==> src/hw/rtl/jdsc_pkg.sv <==
// jdsc_pkg: codes, reset values and joystick scaling for the drive safety controller
`default_nettype none

package jdsc_pkg;

   // joystick direction codes
   localparam logic [2:0] DIR_COAST = 3'd0;
   localparam logic [2:0] DIR_FWD   = 3'd1;
   localparam logic [2:0] DIR_BWD   = 3'd2;
   localparam logic [2:0] DIR_LEFT  = 3'd3;
   localparam logic [2:0] DIR_RIGHT = 3'd4;

   // motor mode codes
   localparam logic [1:0] MODE_COAST = 2'd0;
   localparam logic [1:0] MODE_STOP  = 2'd1;
   localparam logic [1:0] MODE_FWD   = 2'd2;
   localparam logic [1:0] MODE_BWD   = 2'd3;

   // stop cause codes
   localparam logic [2:0] CAUSE_NONE     = 3'd0;
   localparam logic [2:0] CAUSE_LINK     = 3'd1;
   localparam logic [2:0] CAUSE_EMERG    = 3'd2;
   localparam logic [2:0] CAUSE_SENSOR   = 3'd3;
   localparam logic [2:0] CAUSE_OBSTACLE = 3'd4;

   // register indexes on the csr port
   localparam logic [2:0] CSR_X_CENTER    = 3'd0;
   localparam logic [2:0] CSR_Y_CENTER    = 3'd1;
   localparam logic [2:0] CSR_DEAD_BAND   = 3'd2;
   localparam logic [2:0] CSR_DRIVE_SPEED = 3'd3;
   localparam logic [2:0] CSR_NEAR_LIMIT  = 3'd4;
   localparam logic [2:0] CSR_TIMEOUT     = 3'd5;

   // register reset values
   localparam logic [7:0]  RST_X_CENTER    = 8'd126;
   localparam logic [7:0]  RST_Y_CENTER    = 8'd121;
   localparam logic [6:0]  RST_DEAD_BAND   = 7'd40;
   localparam logic [7:0]  RST_DRIVE_SPEED = 8'd255;
   localparam logic [14:0] RST_NEAR_LIMIT  = 15'd128;
   localparam logic [15:0] RST_TIMEOUT     = 16'd300;

   // v*255/1023 == v*85/341; 1/341 taken as 196801 / 2^26, exact for v < 1024
   localparam int unsigned ScaleShift = 26;
   localparam logic [23:0] ScaleMul   = 24'(85 * 196801);

   // scale a raw 10-bit stick reading to 0..255, truncated
   function automatic logic [7:0] scale10(input logic [9:0] raw);
      logic [33:0] prod;
      prod = 34'(raw) * 34'(ScaleMul);
      return prod[ScaleShift+7:ScaleShift];
   endfunction

endpackage

`default_nettype wire

==> src/hw/rtl/joystick_drive_safety_controller.sv <==
// joystick_drive_safety_controller: direction pick, safety stop rules and output register
//
//   channel  handshake            payload
//   req      req_valid/req_stall  now_ms, stick x/y raw, emergency word, link, distance
//   rsp      rsp_valid/rsp_stall  motor modes, speed, brake light, direction, cause
//   csr      csr_valid/csr_ready  csr_index (3 bits), csr_data (16 bits)
//
// An item is accepted into the input register and moves to the result register as soon
// as that is empty or not stalled; one item per cycle is sustained while rsp_stall is low.
// Between the two registers sit one 10x24 scaling multiply per axis and the compare and
// priority logic; the invalid-distance timer updates as an item moves on. Synchronous
// reset clears the control state and the timer and loads the register defaults.
// req_stall rises only while the input register is full and rsp_stall holds the result.
`default_nettype none

module joystick_drive_safety_controller
   import jdsc_pkg::*;
(
   input  wire logic               clock,
   input  wire logic               reset,
   // input items
   input  wire logic               req_valid,
   output logic                    req_stall,
   input  wire logic [31:0]        req_now_ms,
   input  wire logic [9:0]         req_stick_x_raw,
   input  wire logic [9:0]         req_stick_y_raw,
   input  wire logic [15:0]        req_emergency_word,
   input  wire logic               req_link_up,
   input  wire logic signed [15:0] req_front_distance,
   // result items
   output logic                    rsp_valid,
   input  wire logic               rsp_stall,
   output logic [1:0]              rsp_left_mode,
   output logic [1:0]              rsp_right_mode,
   output logic [7:0]              rsp_motor_speed,
   output logic                    rsp_brake_light,
   output logic [2:0]              rsp_commanded_direction,
   output logic [2:0]              rsp_stop_cause,
   // register writes
   input  wire logic               csr_valid,
   output logic                    csr_ready,
   input  wire logic [2:0]         csr_index,
   input  wire logic [15:0]        csr_data
);

   // configuration registers
   logic [7:0]  x_center_ff, y_center_ff, drive_speed_ff;
   logic [6:0]  dead_band_ff;
   logic [14:0] near_limit_ff;
   logic [15:0] timeout_ff;

   // input register
   logic               in_valid_ff;
   logic [31:0]        now_ff;
   logic [9:0]         x_raw_ff, y_raw_ff;
   logic [15:0]        emerg_ff;
   logic               link_ff;
   logic signed [15:0] dist_ff;

   // timer state
   logic        timing_ff, timing_in;
   logic [31:0] start_ff, start_in;

   // result register
   logic       out_valid_ff;
   logic [1:0] left_ff, right_ff, left_in, right_in;
   logic [7:0] speed_ff, speed_in;
   logic       brake_ff, brake_in;
   logic [2:0] dir_ff, cause_ff, cause_in;

   logic       out_free, advance, take_req;

   // datapath intermediates
   logic [7:0]  x_val, y_val;
   logic [8:0]  x_up_sum, y_up_sum;
   logic [7:0]  x_up, y_up, x_lo, y_lo;
   logic [2:0]  dir;
   logic        dist_invalid, near, timed_out;
   logic [31:0] start_eff, elapsed;

   // handshake
   assign out_free  = !out_valid_ff || !rsp_stall;
   assign advance   = in_valid_ff && out_free;
   assign req_stall = in_valid_ff && !out_free;
   assign take_req  = req_valid && !req_stall;
   assign csr_ready = 1'b1;

   // register writes
   always_ff @(posedge clock) begin
      if (reset) begin
         x_center_ff    <= RST_X_CENTER;
         y_center_ff    <= RST_Y_CENTER;
         dead_band_ff   <= RST_DEAD_BAND;
         drive_speed_ff <= RST_DRIVE_SPEED;
         near_limit_ff  <= RST_NEAR_LIMIT;
         timeout_ff     <= RST_TIMEOUT;
      end else if (csr_valid && csr_ready) begin
         unique case (csr_index)
            CSR_X_CENTER:    x_center_ff    <= csr_data[7:0];
            CSR_Y_CENTER:    y_center_ff    <= csr_data[7:0];
            CSR_DEAD_BAND:   dead_band_ff   <= csr_data[6:0];
            CSR_DRIVE_SPEED: drive_speed_ff <= csr_data[7:0];
            CSR_NEAR_LIMIT:  near_limit_ff  <= csr_data[14:0];
            CSR_TIMEOUT:     timeout_ff     <= csr_data;
            default: ;
         endcase
      end
   end

   // input register
   always_ff @(posedge clock) begin
      if (reset) begin
         in_valid_ff <= 1'b0;
      end else if (take_req) begin
         in_valid_ff <= 1'b1;
      end else if (advance) begin
         in_valid_ff <= 1'b0;
      end
   end

   always_ff @(posedge clock) begin
      if (take_req) begin
         now_ff   <= req_now_ms;
         x_raw_ff <= req_stick_x_raw;
         y_raw_ff <= req_stick_y_raw;
         emerg_ff <= req_emergency_word;
         link_ff  <= req_link_up;
         dist_ff  <= req_front_distance;
      end
   end

   // scaling and dead band thresholds
   always_comb begin
      x_val    = scale10(x_raw_ff);
      y_val    = scale10(y_raw_ff);
      x_up_sum = {1'b0, x_center_ff} + {2'b00, dead_band_ff};
      y_up_sum = {1'b0, y_center_ff} + {2'b00, dead_band_ff};
      x_up     = x_up_sum[8] ? 8'hFF : x_up_sum[7:0];
      y_up     = y_up_sum[8] ? 8'hFF : y_up_sum[7:0];
      x_lo     = (x_center_ff > {1'b0, dead_band_ff}) ?
                 x_center_ff - {1'b0, dead_band_ff} : 8'd0;
      y_lo     = (y_center_ff > {1'b0, dead_band_ff}) ?
                 y_center_ff - {1'b0, dead_band_ff} : 8'd0;
   end

   // direction pick, y before x
   always_comb begin
      priority if (y_val >= y_up) dir = DIR_FWD;
      else if (y_val <= y_lo)     dir = DIR_BWD;
      else if (x_val >= x_up)     dir = DIR_RIGHT;
      else if (x_val <= x_lo)     dir = DIR_LEFT;
      else                        dir = DIR_COAST;
   end

   // invalid distance timing and obstacle check
   always_comb begin
      dist_invalid = (dist_ff <= 16'sd0);
      near         = !dist_invalid && (dist_ff[14:0] <= near_limit_ff);
      start_eff    = timing_ff ? start_ff : now_ff;
      elapsed      = now_ff - start_eff;
      timed_out    = (elapsed > {16'd0, timeout_ff});
   end

   // safety rules and motor drive
   always_comb begin
      timing_in = timing_ff;
      start_in  = start_ff;
      cause_in  = CAUSE_NONE;
      if (link_ff && (emerg_ff != 16'd1)) begin
         if (dist_invalid) begin
            timing_in = 1'b1;
            start_in  = start_eff;
         end else begin
            timing_in = 1'b0;
         end
      end
      priority if (!link_ff)                           cause_in = CAUSE_LINK;
      else if (emerg_ff == 16'd1)                      cause_in = CAUSE_EMERG;
      else if (dist_invalid && timed_out && dir == DIR_FWD)
                                                       cause_in = CAUSE_SENSOR;
      else if (near && (dir == DIR_FWD || dir == DIR_COAST))
                                                       cause_in = CAUSE_OBSTACLE;
      else                                             cause_in = CAUSE_NONE;

      brake_in = (cause_in != CAUSE_NONE);
      speed_in = drive_speed_ff;
      if (brake_in) begin
         left_in  = MODE_STOP;
         right_in = MODE_STOP;
         speed_in = 8'd0;
      end else begin
         unique case (dir)
            DIR_FWD: begin
               left_in  = MODE_FWD;
               right_in = MODE_FWD;
            end
            DIR_BWD: begin
               left_in  = MODE_BWD;
               right_in = MODE_BWD;
            end
            DIR_LEFT: begin
               left_in  = MODE_BWD;
               right_in = MODE_FWD;
            end
            DIR_RIGHT: begin
               left_in  = MODE_FWD;
               right_in = MODE_BWD;
            end
            default: begin
               left_in  = MODE_COAST;
               right_in = MODE_COAST;
               speed_in = 8'd0;
            end
         endcase
      end
   end

   // timer state updates as an item is processed
   always_ff @(posedge clock) begin
      if (reset) begin
         timing_ff <= 1'b0;
         start_ff  <= 32'd0;
      end else if (advance) begin
         timing_ff <= timing_in;
         start_ff  <= start_in;
      end
   end

   // result register
   always_ff @(posedge clock) begin
      if (reset) begin
         out_valid_ff <= 1'b0;
      end else if (out_free) begin
         out_valid_ff <= in_valid_ff;
      end
   end

   always_ff @(posedge clock) begin
      if (advance) begin
         left_ff  <= left_in;
         right_ff <= right_in;
         speed_ff <= speed_in;
         brake_ff <= brake_in;
         dir_ff   <= dir;
         cause_ff <= cause_in;
      end
   end

   assign rsp_valid               = out_valid_ff;
   assign rsp_left_mode           = left_ff;
   assign rsp_right_mode          = right_ff;
   assign rsp_motor_speed         = speed_ff;
   assign rsp_brake_light         = brake_ff;
   assign rsp_commanded_direction = dir_ff;
   assign rsp_stop_cause          = cause_ff;

   // stopping always means brake light on and zero speed
   a_brake_stop: assert property (@(posedge clock) disable iff (reset)
      rsp_valid && rsp_stop_cause != CAUSE_NONE |-> rsp_brake_light && rsp_motor_speed == 8'd0)
      else $error("stop without brake or with speed");

   // sensor timeout only blocks forward
   a_sensor_fwd: assert property (@(posedge clock) disable iff (reset)
      rsp_valid && rsp_stop_cause == CAUSE_SENSOR |-> rsp_commanded_direction == DIR_FWD)
      else $error("sensor timeout stop on non-forward item");

   // a valid distance on a live link ends the invalid period
   a_timer_clear: assert property (@(posedge clock) disable iff (reset)
      advance && link_ff && emerg_ff != 16'd1 && !dist_invalid |=> !timing_ff)
      else $error("timer not cleared by valid distance");

   // the timer start holds while an invalid period runs
   a_timer_hold: assert property (@(posedge clock) disable iff (reset)
      advance && timing_ff |=> timing_ff == 1'b0 || start_ff == $past(start_ff))
      else $error("timer start moved during invalid period");

   // result register does not take a new item while held
   a_out_hold: assert property (@(posedge clock) disable iff (reset)
      rsp_valid && rsp_stall |-> !advance)
      else $error("result overwritten while stalled");

endmodule

`default_nettype wire
==> config.mk <==
export PLATFORM = sky130hd
export DESIGN_NAME = joystick_drive_safety_controller
export DESIGN_NICKNAME = d
export VERILOG_FILES = /design/src/hw/rtl/jdsc_pkg.sv /design/src/hw/rtl/joystick_drive_safety_controller.sv
export SDC_FILE = /design/constraint.sdc
export NUM_CORES = 1
export LEC_CHECK = 0
export BUFFER_PORTS_ARGS = -buffer_cell sky130_fd_sc_hd__clkbuf_2
export CAP_MARGIN = 20
export CELL_PAD_IN_SITES_DETAIL_PLACEMENT = 1
export CELL_PAD_IN_SITES_GLOBAL_PLACEMENT = 1
export CORE_MARGIN = 1.5
export CORE_UTILIZATION = 28
export CTS_BUF_LIST = sky130_fd_sc_hd__clkbuf_16
export DETAILED_ROUTE_END_ITERATION = 10
export PLACE_DENSITY = 0.6
export RECOVER_POWER = 50
export SLEW_MARGIN = 15
export SYNTH_ARGS = -nofsm -noshare
export SYNTH_HDL_FRONTEND = slang
export SYNTH_SLANG_ARGS = --single-unit
==> constraint.sdc <==
create_clock -name clock -period 13.31 [get_ports clock]
set_input_delay 0.6655 -clock clock [delete_from_list [all_inputs] [get_ports clock]]
set_output_delay 0.6655 -clock clock [all_outputs]
set_load 0.01 [all_outputs]
==> results of run 1 <==
-- sequential cells by signal (all words and copies together), names as in the netlist --
name	count
now_ff	32
start_ff	32
dist_ff	16
emerg_ff	16
timeout_ff	16
near_limit_ff	15
x_raw_ff	10
y_raw_ff	10
drive_speed_ff	8
rsp_motor_speed	8
x_center_ff	8
y_center_ff	8
dead_band_ff	7
rsp_commanded_direction	3
rsp_stop_cause	3
rsp_left_mode	2
rsp_right_mode	2
in_valid_ff	1
link_ff	1
rsp_brake_light	1
rsp_valid	1
timing_ff	1
-- Yosys cell counts (all sizes together), types with 23 or more instances --
library cell	count	area (um2)
edfxtp	104	3120
fa	80	1600
dfxtp	97	1940
nand2	162	608
o21ai	37	185
a21oi	106	534
ha	321	4020
a211oi	44	330
inv	222	833
xnor2	38	333
clkbuf	48	180
nand3	23	115
mux2i	42	420
nor2	150	583
a21o	40	300
xor2	24	210
-- layout make-up --
| cell class | instances | area, um2 | share of cell area, % |
|---|---|---|---|
| Antenna cell | 1 | 2.50 | 0.0127 |
| Clock buffer | 25 | 626 | 3.18 |
| Clock inverter | 19 | 126 | 0.641 |
| Inverter | 222 | 833 | 4.23 |
| Multi-Input combinational cell | 1345 | 11300 | 57.4 |
| Sequential cell | 201 | 5070 | 25.7 |
| Tap cell | 837 | 1050 | 5.32 |
| Timing Repair Buffer | 136 | 693 | 3.52 |
-- worst max-delay path: cells and delay by family, from the launching register on --
kind                       cells  cell delay (ns)
and+or+nand+nor                5             1.12
xor gates and xnor gates       1             0.21
AOI/OAI and AO/OA             13             2.91
buffers and inverters          7             0.66
adders and majority gates      7             3.03
DFF                            1             0.55
-- routing by layer --
| metal | routed length [um] | global-route usage (%) |
|---|---|---|
| met2 | 23100 | 26.7 |
| met5 | 40 | 0 |
| met3 | 1730 | 2.30 |
| met4 | 827 | 3.39 |
| met1 | 20100 | 17.7 |
-- cell families (layout without fill, tap and decap cells) --
group	count (synthesis)	in the layout	synth area share, %
adder cells (fa/ha/maj)	403	403	32.4
AO/OA/AOI/OAI	348	348	13.6
other	1	2	0.0215
XOR/XNOR	62	62	3.12
flip-flops	201	201	29.1
buffers and inverters	278	402	6.07
multiplexers	44	44	2.54
AND/OR/NAND/NOR	487	487	13.2
-- worst min-delay path by stage --
stage                  startpoint                 to  slack, ns  depth (start not counted)
5_1_grt            req_now_ms[21]         now_ff[21]       0.27                          1
3_5_place_dp    near_limit_ff[10]  near_limit_ff[10]       0.45                          2
2_1_floorplan   near_limit_ff[10]  near_limit_ff[10]       0.44                          2
3_3_place_gp     near_limit_ff[2]   near_limit_ff[2]       0.45                          2
4_1_cts        req_stick_y_raw[8]        y_raw_ff[8]       0.26                          1
6_report       req_stick_y_raw[0]        y_raw_ff[0]       0.30                          1
-- report_power, final --
part	internal, W	leakage, nW	switching (W)
logic	0.000961	6.73	0.00129
registers	0.000726	1.80	0.0000344
clock network	0.000360	0.387	0.000278
-- through the flow --
stage                     area, um2  cells
after floorplan               17400   1824
after global placement        18900   2739
after detailed placement      18900   2739
after CTS                     19700   2783
after global routing          19700   2786
final                         19700   2786
==> impl_metrics.env, run 1 <==
export IMPL_grt_max_degree=98
export IMPL_clock_path_buffers=3
export IMPL_cts_tree="built"
export IMPL_cp_slowest_cell="fa_1"
export IMPL_start_kind="flip-flop"
export IMPL_max_cap_viol_count=2
export IMPL_routed_wl_um=45800
export IMPL_hold_viol=0
export IMPL_fmax_mhz=114
export IMPL_syn_to_final_growth_pct=13.2
export IMPL_timing_rr_start="x_raw_ff[5]"
export IMPL_power_density_nw_per_um2=185
export IMPL_cts_resized=0
export IMPL_die_x_um=252
export IMPL_io_buffers=129
export IMPL_regToRegSetupSlack_ns=4.57
export IMPL_period_minus_slack_ns=8.74
export IMPL_yosysSeqAreaShare_pct=29.1
export IMPL_die_h_um=252
export IMPL_critPathMostFrequentCell="inv_1"
export IMPL_fill_cells=7117
export IMPL_initial_core_util_pct=28.3
export IMPL_rsz0062_at_grt="no"
export IMPL_finClkSkew_ns=0.0143
export IMPL_status="complete, but fails checks"
export IMPL_synth_flop_cell="edfxtp_1"
export IMPL_routed_via_density=4.78
export IMPL_layout_drive_gt1_share_pct=10.5
export IMPL_grt_pass1_vias=14498
export IMPL_post_dp_hpwl_um=37300
export IMPL_syn_nets=2334
export IMPL_antenna_found_initial=6
export IMPL_dieArea_um2=63700
export IMPL_reg2reg_to="rsp_motor_speed[5]"
export IMPL_final_common_cell="ha_1"
export IMPL_finalSetupTns_ns=0
export IMPL_firstDrtPassIters=4
export IMPL_endpoint_kind="flip-flop"
export IMPL_syn_inst=1824
export IMPL_grt_pass1_wl_um=75000
export IMPL_final_cell_mix="ha_1 (321), inv_1 (227), nand2_1 (162), nor2_1 (141), clkbuf_2 (127)"
export IMPL_holdWs_ns=0.300
export IMPL_post_cts_repair_setup_buffers=0
export IMPL_endpoint="rsp_motor_speed[5]"
export IMPL_routed_via_count=13314
export IMPL_ys_warnings_count=0
export IMPL_remaining_drc_errors=0
export IMPL_cts_htree_levels=1
export IMPL_cts_hold_buf=0
export IMPL_drt_iter0_markers=453
export IMPL_syn_avg_cell_area_um2=9.55
export IMPL_violations="max-capacitance violations, max-slew violations"
export IMPL_dp_worst_setup_slack_ns=4.17
export IMPL_wl_per_cell_um=16.4
export IMPL_layout_nets=2440
export IMPL_p_leak_nw=8.92
export IMPL_critical_path_startpoint="x_raw_ff[5]"
export IMPL_drtAntennaViolNets=0
export IMPL_synthArstFlopShare_pct=0
export IMPL_max_stage_delay_ns=0.61
export IMPL_period_share_pct=65.6
export IMPL_rr_worst_depth=33
export IMPL_clkTransAtPathRegs_ns=0.06
export IMPL_fin_ws_ns=4.57
export IMPL_power_w=0.00365
export IMPL_grt_overflow_total=0
export IMPL_io_pins=131
export IMPL_path_max_fanout=8
export IMPL_setup_viol=0
export IMPL_synth_edf_count=104
export IMPL_cts_root_buffer="clkbuf_16"
export IMPL_maxSlewHeadroom_pct=-195
export IMPL_core_um2=61600
export IMPL_syn_area_um2=17400
export IMPL_rows=91
export IMPL_track_usage_pct=14.6
export IMPL_peakVddDrop_mv=0.147
export IMPL_ys_types=80
export IMPL_arrival_ns=9.03
export IMPL_post_route_util_pct=32.0
export IMPL_cts_buffers=24
export IMPL_critical_path_class="reg2reg"
export IMPL_gp_congestion=0.860
export IMPL_hold_class="in2reg"
export IMPL_clk_latency_ns=0.54
export IMPL_drv_slew=129
export IMPL_worst_pin_slew_ns=4.42
export IMPL_cts_sinks=201
export IMPL_worstPathRequired_ns=13.60
export IMPL_ys_ff_latch=201
No activity file was read; power rests on OpenSTA's default activity.
==> inputs of run 2 (changes only) <==
--- a/config.mk
+++ b/config.mk
@@ -5,6 +5,7 @@
 export SDC_FILE = /design/constraint.sdc
 export NUM_CORES = 1
 export LEC_CHECK = 0
+export ABC_AREA = 1
 export BUFFER_PORTS_ARGS = -buffer_cell sky130_fd_sc_hd__clkbuf_2
 export CAP_MARGIN = 20
 export CELL_PAD_IN_SITES_DETAIL_PLACEMENT = 1
@@ -13,7 +14,7 @@
 export CORE_UTILIZATION = 28
 export CTS_BUF_LIST = sky130_fd_sc_hd__clkbuf_16
 export DETAILED_ROUTE_END_ITERATION = 10
-export PLACE_DENSITY = 0.6
+export PLACE_DENSITY = 0.62
 export RECOVER_POWER = 50
 export SLEW_MARGIN = 15
 export SYNTH_ARGS = -nofsm -noshare
==> constraint.sdc (replaced) <==
create_clock -name clock -period 8.4 [get_ports clock]
set_input_delay 0.42 -clock clock [delete_from_list [all_inputs] [get_ports clock]]
set_output_delay 0.42 -clock clock [all_outputs]
set_load 0.01 [all_outputs]
==> run 2 against run 1 <==
The flow still finishes with violations (max-capacitance violations, max-slew violations); core utilization rose by 0.32 points; clock skew is 0.0039 ns higher; register-to-register slack got worse by 3.2 ns; cell count rose by 20%; largest cell class unchanged; critical endpoint is now rsp_motor_speed[6]; synthesized area up 7.0%; via count grew 18%; setup slack got worse by 3.2 ns; clock power up 72%; global-route usage up 1.1 points; worst hold slack lost 0.27 ns; combinational power up 100%.
==> impl_metrics.env, run 2 <==
export IMPL_status="complete, but fails checks"
export IMPL_violations="max-capacitance violations, max-slew violations"
export IMPL_setup_viol=0
export IMPL_cts_htree_levels=1
export IMPL_synthTopCellsByCount="inv_1 (452), nand2_1 (439), ha_1 (321), nor2_1 (183), a21oi_1 (162)"
export IMPL_synthArstFlopShare_pct=0
export IMPL_hold_viol=0
export IMPL_grt_pass1_vias=16774
export IMPL_power_w=0.00695
export IMPL_worst_pin_slew_ns=2.12
export IMPL_max_cap_viol_count=2
export IMPL_ys_ff_latch=201
export IMPL_peakVddDrop_mv=0.204
export IMPL_fin_area_um2=21300
export IMPL_routed_wl_um=52500
export IMPL_timing_rr_start="x_raw_ff[6]"
export IMPL_die_h_um=261
export IMPL_critical_path_startpoint="x_raw_ff[6]"
export IMPL_syn_inst=2321
export IMPL_cts_sinks=201
export IMPL_grt_max_degree=66
export IMPL_synth_flop_cell="edfxtp_1"
export IMPL_holdCritStartpoint="req_now_ms[27]"
export IMPL_cts_tree="built"
export IMPL_arrival_ns=7.39
export IMPL_layout_nets=2980
export IMPL_critical_path_class="reg2reg"
export IMPL_drtAntennaViolNets=0
export IMPL_clkTransAtPathRegs_ns=0.07
export IMPL_critPathMostFrequentCell="inv_1"
export IMPL_final_cell_mix="inv_1 (455), nand2_1 (439), ha_1 (321), nor2_1 (182), a21oi_1 (162)"
export IMPL_finClkSkew_ns=0.0181
export IMPL_clock_path_buffers=3
export IMPL_maxSlewHeadroom_pct=-41.1
export IMPL_dp_cells=3291
export IMPL_layout_drive_gt1_share_pct=7.63
export IMPL_remaining_drc_errors=0
export IMPL_top_regs="now_ff x32, start_ff x32"
export IMPL_rows=94
export IMPL_post_dp_hpwl_um=44600
export IMPL_fill_cells=7995
export IMPL_synth_area_top_cells="ha_1 (22%), edfxtp_1 (17%), dfxtp_1 (10%), inv_1 (9.1%), nand2_1 (8.8%)"
export IMPL_io_pins=131
export IMPL_cts_root_buffer="clkbuf_16"
export IMPL_p_leak_nw=10.6
export IMPL_rsz0062_at_grt="no"
export IMPL_drt_iter0_markers=461
export IMPL_max_stage_delay_ns=0.59
export IMPL_synth_edf_count=104
export IMPL_netlist_area_leader_share_pct=21.5
export IMPL_initial_core_util_pct=28.3
export IMPL_yosysTopAreaCell="ha_1"
export IMPL_dieArea_um2=68100
export IMPL_ys_types=51
export IMPL_finalSetupTns_ns=0
export IMPL_endpoint_kind="flip-flop"
export IMPL_core_um2=65900
export IMPL_grt_pass1_wl_um=86000
export IMPL_track_usage_pct=15.6
export IMPL_drv_slew=99
export IMPL_routed_via_density=4.67
export IMPL_cts_buffers=25
export IMPL_fmax_mhz=143
export IMPL_antenna_found_initial=2
export IMPL_period_minus_slack_ns=6.98
export IMPL_routed_via_count=15644
export IMPL_placedInstanceArea_um2=20300
export IMPL_firstDrtPassIters=5
export IMPL_cts_hold_buf=16
export IMPL_path_max_fanout=10
export IMPL_grt_overflow_total=0
export IMPL_hold_class="in2reg"
export IMPL_io_buffers=129
export IMPL_die_x_um=261
export IMPL_cts_resized=0
export IMPL_n_antenna_cell=0
export IMPL_cp_slowest_cell="fa_1"
export IMPL_syn_area_um2=18600
export IMPL_final_common_cell="inv_1"
export IMPL_syn_avg_cell_area_um2=8.03
export IMPL_period_share_pct=83.0
export IMPL_synth_most_common_cell="inv_1"
export IMPL_syn_nets=2831
export IMPL_yosysSeqAreaShare_pct=27.2
export IMPL_fin_cells=3353
export IMPL_wl_per_cell_um=15.7
export IMPL_syn_to_final_growth_pct=14.2
export IMPL_post_cts_repair_setup_buffers=0
export IMPL_gp_congestion=0.872
export IMPL_clk_latency_ns=0.57
export IMPL_ys_warnings_count=0
export IMPL_worstPathRequired_ns=8.82
export IMPL_start_kind="flip-flop"
export IMPL_power_density_nw_per_um2=327
==> run 2: worst max-delay path: cells and delay by family, from the launching register on <==
family | cells | cell delay, ns
flip-flops | 1 | 0.51
AO/OA/AOI/OAI | 5 | 0.96
buffers and inverters | 6 | 0.48
AND/OR/NAND/NOR | 12 | 1.55
adder cells (fa/ha/maj) | 7 | 3.05
XOR/XNOR | 1 | 0.24
==> run 2: cells by family after synthesis <==
kind of cell             share of synthesized area, %
multiplexers                                     1.61
AND/OR/NAND/NOR                                  17.5
XOR/XNOR                                         2.26
other                                          0.0201
adder cells (fa/ha/maj)                          30.2
AO/OA/AOI/OAI                                    11.4
flip-flops                                       27.2
buffers and inverters                            9.78
==> run 2: path summary, 6_finish.rpt <==
check             cells past startpoint                  to  slack (ns)
hold reg to reg                       2    near_limit_ff[1]        0.46
setup / recovery                     31  rsp_motor_speed[6]        1.42
setup reg to reg                     31  rsp_motor_speed[6]        1.42
hold / removal                        1          now_ff[27]        0.03
==> run 2: through the flow <==
step / util [%] / hold WS, ns / worst slack (ns)
finish: 32.3 / 0.0312 / 1.42
global route: 32.3 / 0.0128 / 0.684
CTS: 32.3 / 0.000108 / 1.37
detailed placement: 30.8 / 0.459 / 1.39
global placement: 30.8 / 0.452 / 1.64
floorplan: - / 0.435 / 2.31
==> run 2: power by group <==
| part | total, W | internal [W] | switching (W) |
|---|---|---|---|
| Sequential | 0.00125 | 0.00117 | 0.0000811 |
| Combinational | 0.00460 | 0.00175 | 0.00285 |
| Clock | 0.00110 | 0.000645 | 0.000458 |
| Total | 0.00695 | 0.00356 | 0.00339 |
==> run 2: layout make-up <==
| type | instances | area, um2 | area share [%] |
|---|---|---|---|
| clock buffer | 27 | 676 | 3.18 |
| clock inverter | 19 | 160 | 0.753 |
| inverter | 454 | 1710 | 8.01 |
| multi-input combinational | 1637 | 11800 | 55.3 |
| sequential | 201 | 5070 | 23.8 |
| tap | 864 | 1080 | 5.08 |
| timing repair buffer | 151 | 832 | 3.91 |
==> run 2: routing by layer <==
| layer | track usage [%] | routed length, um | up-vias |
|---|---|---|---|
| li1 | - | - | 7924 |
| met1 | 19.0 | 23100 | 7496 |
| met2 | 29.5 | 27000 | 159 |
| met3 | 1.16 | 1020 | 65 |
| met4 | 4.25 | 1340 | 0 |
| met5 | 0 | 0 | - |
